`config.mk`:
```
export PLATFORM = sky130hd
export DESIGN_NAME = bvmm_ctrl
export DESIGN_NICKNAME = d
export VERILOG_FILES = /design/src/rtl/bvmm_pkg.sv /design/src/rtl/bvmm_ctrl.sv
export SDC_FILE = /design/constraint.sdc
export NUM_CORES = 1
export LEC_CHECK = 0
export ABC_AREA = 1
export ABC_CLOCK_PERIOD_IN_PS = 2700
export BUFFER_PORTS_ARGS = -buffer_cell sky130_fd_sc_hd__buf_4
export CAP_MARGIN = 25
export CORE_MARGIN = 4
export CORE_UTILIZATION = 55
export DETAILED_ROUTE_END_ITERATION = 6
export PLACE_DENSITY_LB_ADDON = 0.12
export SKIP_CTS_REPAIR_TIMING = 1
export SYNTH_ARGS = -nofsm -noshare
export SYNTH_HDL_FRONTEND = slang
export SYNTH_SLANG_ARGS = --single-unit
```
`constraint.sdc`:
```
create_clock -name clk -period 2.7 [get_ports clk]
set_input_delay 0.135 -clock clk [delete_from_list [all_inputs] [get_ports clk]]
set_output_delay 0.135 -clock clk [all_outputs]
set_load 0.01 [all_outputs]
```
`src/rtl/bvmm_pkg.sv`:
```
// Shared types, widths and codes of the block vector-matrix multiply core.
package bvmm_pkg;

	localparam int FUNC_W     = 2;
	localparam int ROW_W      = 8;
	localparam int COL_W      = 3;
	localparam int VALUE_W    = 32;
	localparam int S_TDATA_W  = 48;
	localparam int M_TDATA_W  = 32;
	localparam int M_TUSER_W  = 2;
	localparam int CFG_IDX_W  = 2;
	localparam int CFG_DATA_W = 9;
	localparam int USED_ROWS_W = 9;
	localparam int USED_COLS_W = 4;
	localparam int LEN_W      = 9;
	localparam int PROD_W     = 2 * VALUE_W;
	localparam int ACC_W      = PROD_W + LEN_W;
	localparam int FRAC_W     = 16;

	localparam int DEF_MAX_ROWS       = 256;
	localparam int DEF_MAX_COLS       = 8;
	localparam int DEF_MAX_RIGHT_COLS = 8;

	localparam logic [USED_ROWS_W-1:0] USED_ROWS_RST = 9'd256;
	localparam logic [USED_COLS_W-1:0] USED_COLS_RST = 4'd8;

	localparam logic [CFG_IDX_W-1:0] REG_TRANSPOSE = 2'd0;
	localparam logic [CFG_IDX_W-1:0] REG_USED_ROWS = 2'd1;
	localparam logic [CFG_IDX_W-1:0] REG_USED_COLS = 2'd2;

	typedef enum logic [FUNC_W-1:0] {
		FUNC_LOAD_LEFT  = 2'd0,
		FUNC_LOAD_RIGHT = 2'd1,
		FUNC_COMPUTE    = 2'd2,
		FUNC_RESERVED   = 2'd3
	} bvmm_func_t;

	typedef struct packed {
		logic start;
		logic issue;
		logic load_out;
		logic err;
		logic transpose;
		logic wr_left;
		logic wr_right;
	} bvmm_cmd_t;

	typedef struct packed {
		logic busy;
	} bvmm_status_t;

endpackage

```
`src/rtl/bvmm_ctrl.sv`:
```
// Controller: configuration registers, request check, sequencing and output valid.
module bvmm_ctrl #(
	parameter int MAX_ROWS       = bvmm_pkg::DEF_MAX_ROWS,
	parameter int MAX_COLS       = bvmm_pkg::DEF_MAX_COLS,
	parameter int MAX_RIGHT_COLS = bvmm_pkg::DEF_MAX_RIGHT_COLS
) (
	input  logic                                 clk,
	input  logic                                 arst_n,
	input  logic                                 s_tvalid,
	output logic                                 s_tready,
	input  logic [bvmm_pkg::FUNC_W-1:0]          func,
	input  logic [bvmm_pkg::ROW_W-1:0]           row,
	input  logic [bvmm_pkg::COL_W-1:0]           col,
	output logic                                 m_tvalid,
	input  logic                                 m_tready,
	input  logic                                 cfg_we,
	input  logic [bvmm_pkg::CFG_IDX_W-1:0]       cfg_index,
	input  logic [bvmm_pkg::CFG_DATA_W-1:0]      cfg_wdata,
	output bvmm_pkg::bvmm_cmd_t                  cmd,
	input  bvmm_pkg::bvmm_status_t               status
);

	localparam int LEN_W = bvmm_pkg::LEN_W;

	typedef enum logic [1:0] {
		ST_IDLE,
		ST_RUN,
		ST_DRAIN,
		ST_FINISH
	} state_t;

	state_t                             state_q;
	logic                               tm_q;
	logic [bvmm_pkg::USED_ROWS_W-1:0]   used_rows_q;
	logic [bvmm_pkg::USED_COLS_W-1:0]   used_cols_q;
	logic [LEN_W-1:0]                   remain_q;
	logic                               err_q;
	logic                               out_valid_q;

	logic [bvmm_pkg::USED_ROWS_W-1:0]   rows_eff;
	logic [bvmm_pkg::USED_COLS_W-1:0]   cols_eff;
	logic [LEN_W-1:0]                   limit;
	logic [LEN_W-1:0]                   len;
	logic                               req_err;
	logic                               accept;
	logic                               is_compute;
	logic                               load_out;

	assign rows_eff = (int'(used_rows_q) > MAX_ROWS) ?
		bvmm_pkg::USED_ROWS_W'(MAX_ROWS) : used_rows_q;
	assign cols_eff = (int'(used_cols_q) > MAX_COLS) ?
		bvmm_pkg::USED_COLS_W'(MAX_COLS) : used_cols_q;
	assign limit    = tm_q ? LEN_W'(cols_eff) : LEN_W'(rows_eff);
	assign len      = tm_q ? LEN_W'(rows_eff) : LEN_W'(cols_eff);
	assign req_err  = (int'(col) >= MAX_RIGHT_COLS) || (LEN_W'(row) >= limit);

	assign s_tready   = (state_q == ST_IDLE);
	assign accept     = s_tvalid && s_tready;
	assign is_compute = (func == bvmm_pkg::FUNC_COMPUTE);
	assign load_out   = (state_q == ST_FINISH) && (!out_valid_q || m_tready);
	assign m_tvalid   = out_valid_q;

	assign cmd.start     = accept && is_compute && !req_err;
	assign cmd.issue     = (state_q == ST_RUN);
	assign cmd.load_out  = load_out;
	assign cmd.err       = err_q;
	assign cmd.transpose = tm_q;
	assign cmd.wr_left   = accept && (func == bvmm_pkg::FUNC_LOAD_LEFT);
	assign cmd.wr_right  = accept && (func == bvmm_pkg::FUNC_LOAD_RIGHT);

	always_ff @(posedge clk or negedge arst_n) begin
		if (!arst_n) begin
			state_q     <= ST_IDLE;
			tm_q        <= 1'b0;
			used_rows_q <= bvmm_pkg::USED_ROWS_RST;
			used_cols_q <= bvmm_pkg::USED_COLS_RST;
			remain_q    <= '0;
			err_q       <= 1'b0;
			out_valid_q <= 1'b0;
		end else begin
			if (cfg_we) begin
				unique case (cfg_index)
					bvmm_pkg::REG_TRANSPOSE: tm_q <= cfg_wdata[0];
					bvmm_pkg::REG_USED_ROWS: used_rows_q <= cfg_wdata;
					bvmm_pkg::REG_USED_COLS: used_cols_q <= cfg_wdata[bvmm_pkg::USED_COLS_W-1:0];
					default: ;
				endcase
			end

			if (load_out) begin
				out_valid_q <= 1'b1;
			end else if (m_tready) begin
				out_valid_q <= 1'b0;
			end

			unique case (state_q)
				ST_IDLE: begin
					if (accept && is_compute) begin
						err_q    <= req_err;
						remain_q <= len;
						if (req_err) begin
							state_q <= ST_FINISH;
						end else if (len == '0) begin
							state_q <= ST_DRAIN;
						end else begin
							state_q <= ST_RUN;
						end
					end
				end
				ST_RUN: begin
					remain_q <= remain_q - LEN_W'(1);
					if (remain_q == LEN_W'(1)) begin
						state_q <= ST_DRAIN;
					end
				end
				ST_DRAIN: begin
					if (!status.busy) begin
						state_q <= ST_FINISH;
					end
				end
				ST_FINISH: begin
					if (load_out) begin
						state_q <= ST_IDLE;
					end
				end
				default: state_q <= ST_IDLE;
			endcase
		end
	end

	a_idle_pipe_empty: assert property (@(posedge clk) disable iff (!arst_n)
		s_tready |-> !status.busy)
		else $error("pipeline busy while accepting input");

	a_finish_drained: assert property (@(posedge clk) disable iff (!arst_n)
		(state_q == ST_FINISH) |-> !status.busy)
		else $error("result taken before accumulation finished");

	a_result_from_finish: assert property (@(posedge clk) disable iff (!arst_n)
		$rose(out_valid_q) |-> $past(state_q == ST_FINISH))
		else $error("result valid raised outside finish");

	a_run_nonzero: assert property (@(posedge clk) disable iff (!arst_n)
		(state_q == ST_RUN) |-> (remain_q != '0))
		else $error("issue counter empty in run");

endmodule
```
Word level (Yosys, flattened, before mapping)
Index checks and enable logic that the tools add are counted.
{ "word_totals": {"register_bits": 27, "in_bits": 30, "word_cells": 59} }
{ "classes": {"n_addsub": 1, "magnitude_cmp": 3, "eq_ne": 12, "n_mux": 15, "reduce_logical": 21} }
{ "ops": {"columns": ["operator", "n"], "rows": [
  ["9-bit 2-to-1 mux", 4],
  ["9-bit case mux with 2 select lines", 1],
  ["2-bit 2-to-1 mux", 6],
  ["2-bit AND reduction", 5],
  ["9-bit by 1-bit equality test with 1-bit output, second input constant", 1],
  ["8-bit by 9-bit >= comparator with 1-bit output", 1],
  ["9-bit > comparator, second input constant", 1],
  ["9-bit logical NOT", 1],
  ["9-bit by 1-bit subtractor with 9-bit output, second input constant", 1],
  ["2-bit equality test, second input constant", 4],
  ["2-bit case mux with 4 select lines", 1],
  ["2-bit by 1-bit equality test with 1-bit output, second input constant", 3],
  ["1-bit logical AND", 6],
  ["2-bit logical NOT", 3],
  ["4-bit > comparator, second input constant", 1],
  ["4-bit 2-to-1 mux", 1],
  ["2-bit by 1-bit inequality test with 1-bit output, second input constant", 2],
  ["2-bit inequality test, second input constant", 2],
  ["4-bit AND reduction", 1],
  ["2-bit nonzero test", 2],
  ["1-bit logical NOT", 2],
  ["1-bit 2-to-1 mux", 2],
  ["1-bit logical OR", 1]
]} }

Logic depth before layout (Yosys ltp)
{ "depth": {"depth_word": 8, "ltp_mapped": 16, "depth_no_buf": 15} }

Least setup slack after synthesis
OpenSTA, ideal clock, no wires.
{ "synth_path": {"kind": "register to register", "startpoint": "register used_rows_q[6] in the netlist's numbering", "endpoint": "register state_q[0]", "setup_time_ps": 116, "t_arrival_ps": 1980, "required_time_ps": 2584, "setup_slack_ps": 604, "path_stages_with_launch": 16, "path_cell_list": "dfrtp_1 > nor2_1 > nand2_1 > o21ai_4 > nand2_1 > nor2_1 > a31oi_1 > ha_1 > a21oi_1 > o21ai_0 > nand2_1 > nand4_1 > nor2_1 > nand3_1 > nand2_1 > nand2_1"} }
{ "synth_via": {"elab_chain_cells": 8} }
{ "synth_lines": {"columns": ["item", "line", "rtl"], "rows": [
  ["start: declaration", "bvmm_ctrl.sv:34", "logic [bvmm_pkg::USED_ROWS_W-1:0] used_rows_q;"],
  ["start signal: assignment", "bvmm_ctrl.sv:75", "used_rows_q <= bvmm_pkg::USED_ROWS_RST;"],
  ["start signal: assignment", "bvmm_ctrl.sv:84", "bvmm_pkg::REG_USED_ROWS: used_rows_q <= cfg_wdata;"],
  ["9-bit > comparator", "bvmm_ctrl.sv:49", "assign rows_eff = (int'(used_rows_q) > MAX_ROWS) ?"],
  ["9-bit 2-to-1 mux (*)", "bvmm_ctrl.sv:49", null],
  ["parallel branches: the longest is 3 deep, another holds 8-bit by 9-bit >= comparator with 1-bit output", null, null],
  ["2-bit 2-to-1 mux (*)", "bvmm_ctrl.sv:101", "if (req_err) begin"],
  ["2-bit 2-to-1 mux (*)", "bvmm_ctrl.sv:98", "if (accept && is_compute) begin"],
  ["2-bit case mux with 4 select lines (*)", "bvmm_ctrl.sv:96", "unique case (state_q)"],
  ["end signal: assignment", "bvmm_ctrl.sv:102", "state_q <= ST_FINISH;"],
  ["end signal: assignment", "bvmm_ctrl.sv:104", "state_q <= ST_DRAIN;"],
  ["end signal: assignment", "bvmm_ctrl.sv:106", "state_q <= ST_RUN;"],
  ["end: declaration", "bvmm_ctrl.sv:32", "state_t state_q;"]
]} }
Mark *: on every way between the ends. The select of a mux whose other input is x is not followed.
A chain may end at the register's enable or synchronous reset.

==> impl_summary.txt <==
----------------------------------------------------
[Global routing]
  Overall Global Routing Usage ... 18.7%
  Pin count of the biggest net entering global routing ... 28
  First-pass GRT wire length ... ~6400 µm
  Remaining Overflow, GRT ... 0
  Met1 track demand over resource in global routing ... a little over a quarter
  Global-route layer with the greatest usage ... met2
  Met3 capacity usage during global routing ... ~2.4%
  Number of global-route vias before repair ... around 1400
  Met2 layer usage reported by global route ... 30.1%
  Number of antenna violations at the first check in global routing ... 0

[Route]
  Remaining antenna violation count after routing ... 0
  Post-detailed-route wirelength per cell ... 12.7 µm
  Detailed-route DRC error count ... 0
  Total number of vias ... approximately 1800
  Detailed-routing iteration count for the pre-antenna-repair pass ... 4
  Total routed wirelength ... 4250 µm
  Vias/cell ... 5.28
  Initial DRC Count ... 88

[Floorplanning]
  Area of the core ... 3340 µm²
  IO Pins ... 39
  Initial Utilization ... a little under three fifths
  Die width ... 66.6 µm
  Num rows ... 21
  Die span in y ... 66.6 µm
  Total Die Area ... between 4000 and 5000 µm²

[Worst setup path]
  Most frequent CP cell ... sky130_fd_sc_hd__nand2_1
  Worst-path maximum fanout ... 9
  Max stage delay on crit path ... 460 ps
  CP required ... approximately 2600 ps
  Slowest library cell on the worst path ... sky130_fd_sc_hd__dfrtp_1
  Category of the worst setup path launch point ... flip-flop
  Chain of cells forming the critical path ... nor2_1 > nand2_1 > o21ai_4 > buf_8 > nand2_1 > nand2_1 > o21ai_0 > ha_1 > nand2_1 > nor2_1 > nand3b_1 > nand4_1 > nor2_2 > buf_6
  Worst path buffer plus inverter count ... 2
  Endpoint arrival time on the critical path ... 2480 ps
  Dominant delay contributor by cell family on the critical path ... simple AND/OR/NAND/NOR gates
  Internal reg-to-reg setup slack ... roughly 290 ps
  Type of the setup path with the least slack ... flip-flop to output port
  Critical Path Sink Type ... output port

[CTS]
  Number of clock sinks seen by CTS ... 27
  Bufs on Longest Clock Path ... 2
  Number of levels in the clock H-tree ... 1
  Post-CTS clock slew at the launch and capture registers of the worst setup and hold paths ... 150 ps
  Clock network latency to the later pin of the worst-skew pair ... 330 ps
  CTS tree ... built
  TritonCTS Buffers ... 3
  Root Buffer Master ... sky130_fd_sc_hd__clkbuf_4

[STA]
  Max Transition Viols Final ... 0
  Final critical-path share of the clock period ... roughly 97%
  Final period demand of the worst path ... 2620 ps
  Final clock skew ... 7.38 ps
  Fmax ... 382 MHz
  Final Hold Vio Count ... 0
  RSZ-0062 raised after global routing ... true
  Slew at the pin closest to its max-slew limit ... 662 ps
  Worst-case hold slack ... 22.8 ps
  Remaining max-slew budget at the tightest pin ... ~56%
  Final setup violating endpoints ... 0
  Setup TNS after final layout ... 0 ps

[Logic synthesis]
  Synth Net Count ... 290
  Number of enable flip-flop cells after synthesis ... 0
  Share of synthesized registers carrying an async set or reset ... 100%
  Post-synthesis area per instance ... ~7.7 µm²
  Combined area of all synthesized cells ... 1890 µm²
  Synthesized instance count ... 246
  Share of the yosys chip area belonging to registers ... between 30% and 40%
  Flip-flop and latch count after synthesis ... 27
  Post-synth top flop ... sky130_fd_sc_hd__dfrtp_1
  Count of different cell masters after synthesis ... 31
  Total number of yosys warnings ... 0

[Cells and area]
  Number of filler instances in the final layout ... 289
  Layout overhead on the synthesized area ... 22.8%
  Fraction of final layout cells with drive strength greater than 1 ... 26.6%
  Fin nets ... 334
  Area taken by flip-flops and latches ... roughly 700 µm²
  Finished layout cell area ... 2320 µm²
  Area occupied by multi-input gates ... 1070 µm²
  Diode count ... 0

[Power]
  Power density relative to cell area ... 794 nW/µm²
  Peak supply drop ... 0.535 mV
  Static Leakage ... around 1.2 nW
  Total power consumption of the routed design ... between 1.5 and 2 mW

[Job]
  Max-capacitance violation count ... 0

[Min path]
  Hold/Removal Path Class ... primary input to flip-flop

[Placed design]
  Cell area after placement ... 2150 µm²
  HPWL after detailed placement ... around 3100 µm
  IO Port Bufs ... 35
  Final RePlAce weighted congestion ... 0.812

[Run status]
  Outcome ... complete, no violations

----------------------------------------------------
[final timing paths]
check | start | endpoint | depth (start not counted)
worst max-delay path | used_rows_q[3]$_DFFE_PN0P_ | cmd[6] | 14
worst min-delay path | cfg_wdata[8] | used_rows_q[8]$_DFFE_PN1P_ | 2
worst max register to register | used_rows_q[3]$_DFFE_PN0P_ | state_q[0]$_DFFE_PN0P_ | 17
worst min register to register | used_cols_q[1]$_DFFE_PN0P_ | used_cols_q[1]$_DFFE_PN0P_ | 2
max in group asynchronous | arst_n | used_cols_q[3]$_DFFE_PN1P_ | 2
min in group asynchronous | arst_n | m_tvalid$_DFFE_PN0P_ | 2
[metal layers]
metal,vias to the layer above,part of all wire [%]
met1,796,47
li1,904,-
met2,60,45
met3,8,6.9
met5,-,0
met4,0,1.6
[Yosys cell counts, types with 2 or more instances]
cell	number	area (µm²)
sky130_fd_sc_hd__inv_1	26	97.6
sky130_fd_sc_hd__o21ai_0	22	110
sky130_fd_sc_hd__o31ai_1	2	15.0
sky130_fd_sc_hd__a21oi_1	8	40.0
sky130_fd_sc_hd__nor3_1	4	20.0
sky130_fd_sc_hd__o21ai_4	2	32.5
sky130_fd_sc_hd__o211ai_1	3	22.5
sky130_fd_sc_hd__mux2_2	5	56.3
sky130_fd_sc_hd__nand3_1	19	95.1
sky130_fd_sc_hd__nand4_1	5	31.3
sky130_fd_sc_hd__buf_6	2	22.5
sky130_fd_sc_hd__buf_4	3	22.5
sky130_fd_sc_hd__buf_2	2	10.0
sky130_fd_sc_hd__nor2_1	23	86.3
sky130_fd_sc_hd__xor2_1	4	35.0
sky130_fd_sc_hd__dfstp_2	2	52.6
sky130_fd_sc_hd__nand3_2	3	30.0
sky130_fd_sc_hd__o22ai_1	2	12.5
sky130_fd_sc_hd__a31oi_1	3	18.8
sky130_fd_sc_hd__nand2_1	57	214
sky130_fd_sc_hd__clkbuf_1	2	7.51
sky130_fd_sc_hd__dfrtp_1	25	626
sky130_fd_sc_hd__ha_1	14	175
[power breakdown]
group,total [mW],switching (mW),internal (mW),leakage (nW)
logic,1.01,0.582,0.426,0.826
clock network,0.178,0.123,0.0557,0.0177
registers,0.657,0.122,0.535,0.327
total,1.84,0.827,1.02,1.17
[state kept, by name, indices dropped and copies added, names as in the netlist]
| name | count |
|---|---|
| remain_q | 9 |
| used_rows_q | 9 |
| used_cols_q | 4 |
| state_q | 2 |
| err_q | 1 |
| m_tvalid | 1 |
| tm_q | 1 |
[cells by family after synthesis]
kind of cell	Yosys count	synth area share [%]
DFF	27	35.9
xor gates and xnor gates	4	1.85
buffers and inverters	37	8.87
and+or+nand+nor	114	26.6
adders and majority gates	14	9.27
muxes	5	2.98
AOI/OAI and AO/OA	45	14.5
[area by class of cell]
type / instances / area share, %
Clock inverter: 1 / 0.216
Sequential cell: 27 / 29.4
Inverter: 27 / 4.37
Timing Repair Buffer: 49 / 16.4
Multi-Input combinational cell: 182 / 46.1
Clock buffer: 3 / 0.970
Tap cell: 46 / 2.48
[through the flow]
step                util (%)  cells  setup slack [ps]
CTS                     65.3    322             -26.2
global route            69.6    335              -107
finish                  69.6    335              82.1
floorplan                  -    246               604
detailed placement      64.5    318               336
global placement        64.5    318               419
[cell usage in the layout, fill, tap and decap left out, types with 2 or more instances in the layout]
| master | n |
|---|---|
| sky130_fd_sc_hd__xor2_1 | 4 |
| sky130_fd_sc_hd__mux2_2 | 5 |
| sky130_fd_sc_hd__dfrtp_1 | 22 |
| sky130_fd_sc_hd__nand2_1 | 56 |
| sky130_fd_sc_hd__a21oi_1 | 6 |
| sky130_fd_sc_hd__o21ai_0 | 21 |
| sky130_fd_sc_hd__o22ai_1 | 2 |
| sky130_fd_sc_hd__dfrtp_2 | 3 |
| sky130_fd_sc_hd__o21ai_4 | 2 |
| sky130_fd_sc_hd__inv_1 | 26 |
| sky130_fd_sc_hd__o211ai_1 | 3 |
| sky130_fd_sc_hd__o21ai_1 | 2 |
| sky130_fd_sc_hd__buf_4 | 46 |
| sky130_fd_sc_hd__nand4_1 | 5 |
| sky130_fd_sc_hd__nor2_2 | 3 |
| sky130_fd_sc_hd__clkbuf_4 | 3 |
| sky130_fd_sc_hd__ha_1 | 13 |
| sky130_fd_sc_hd__nor2_1 | 21 |
| sky130_fd_sc_hd__o31ai_1 | 2 |
| sky130_fd_sc_hd__nand3_2 | 3 |
| sky130_fd_sc_hd__nand3_1 | 19 |
| sky130_fd_sc_hd__nor3_1 | 4 |
| sky130_fd_sc_hd__dfstp_2 | 2 |
| sky130_fd_sc_hd__a31oi_1 | 3 |
| sky130_fd_sc_hd__a21oi_2 | 2 |
No activity file was read; power rests on OpenSTA's default activity.
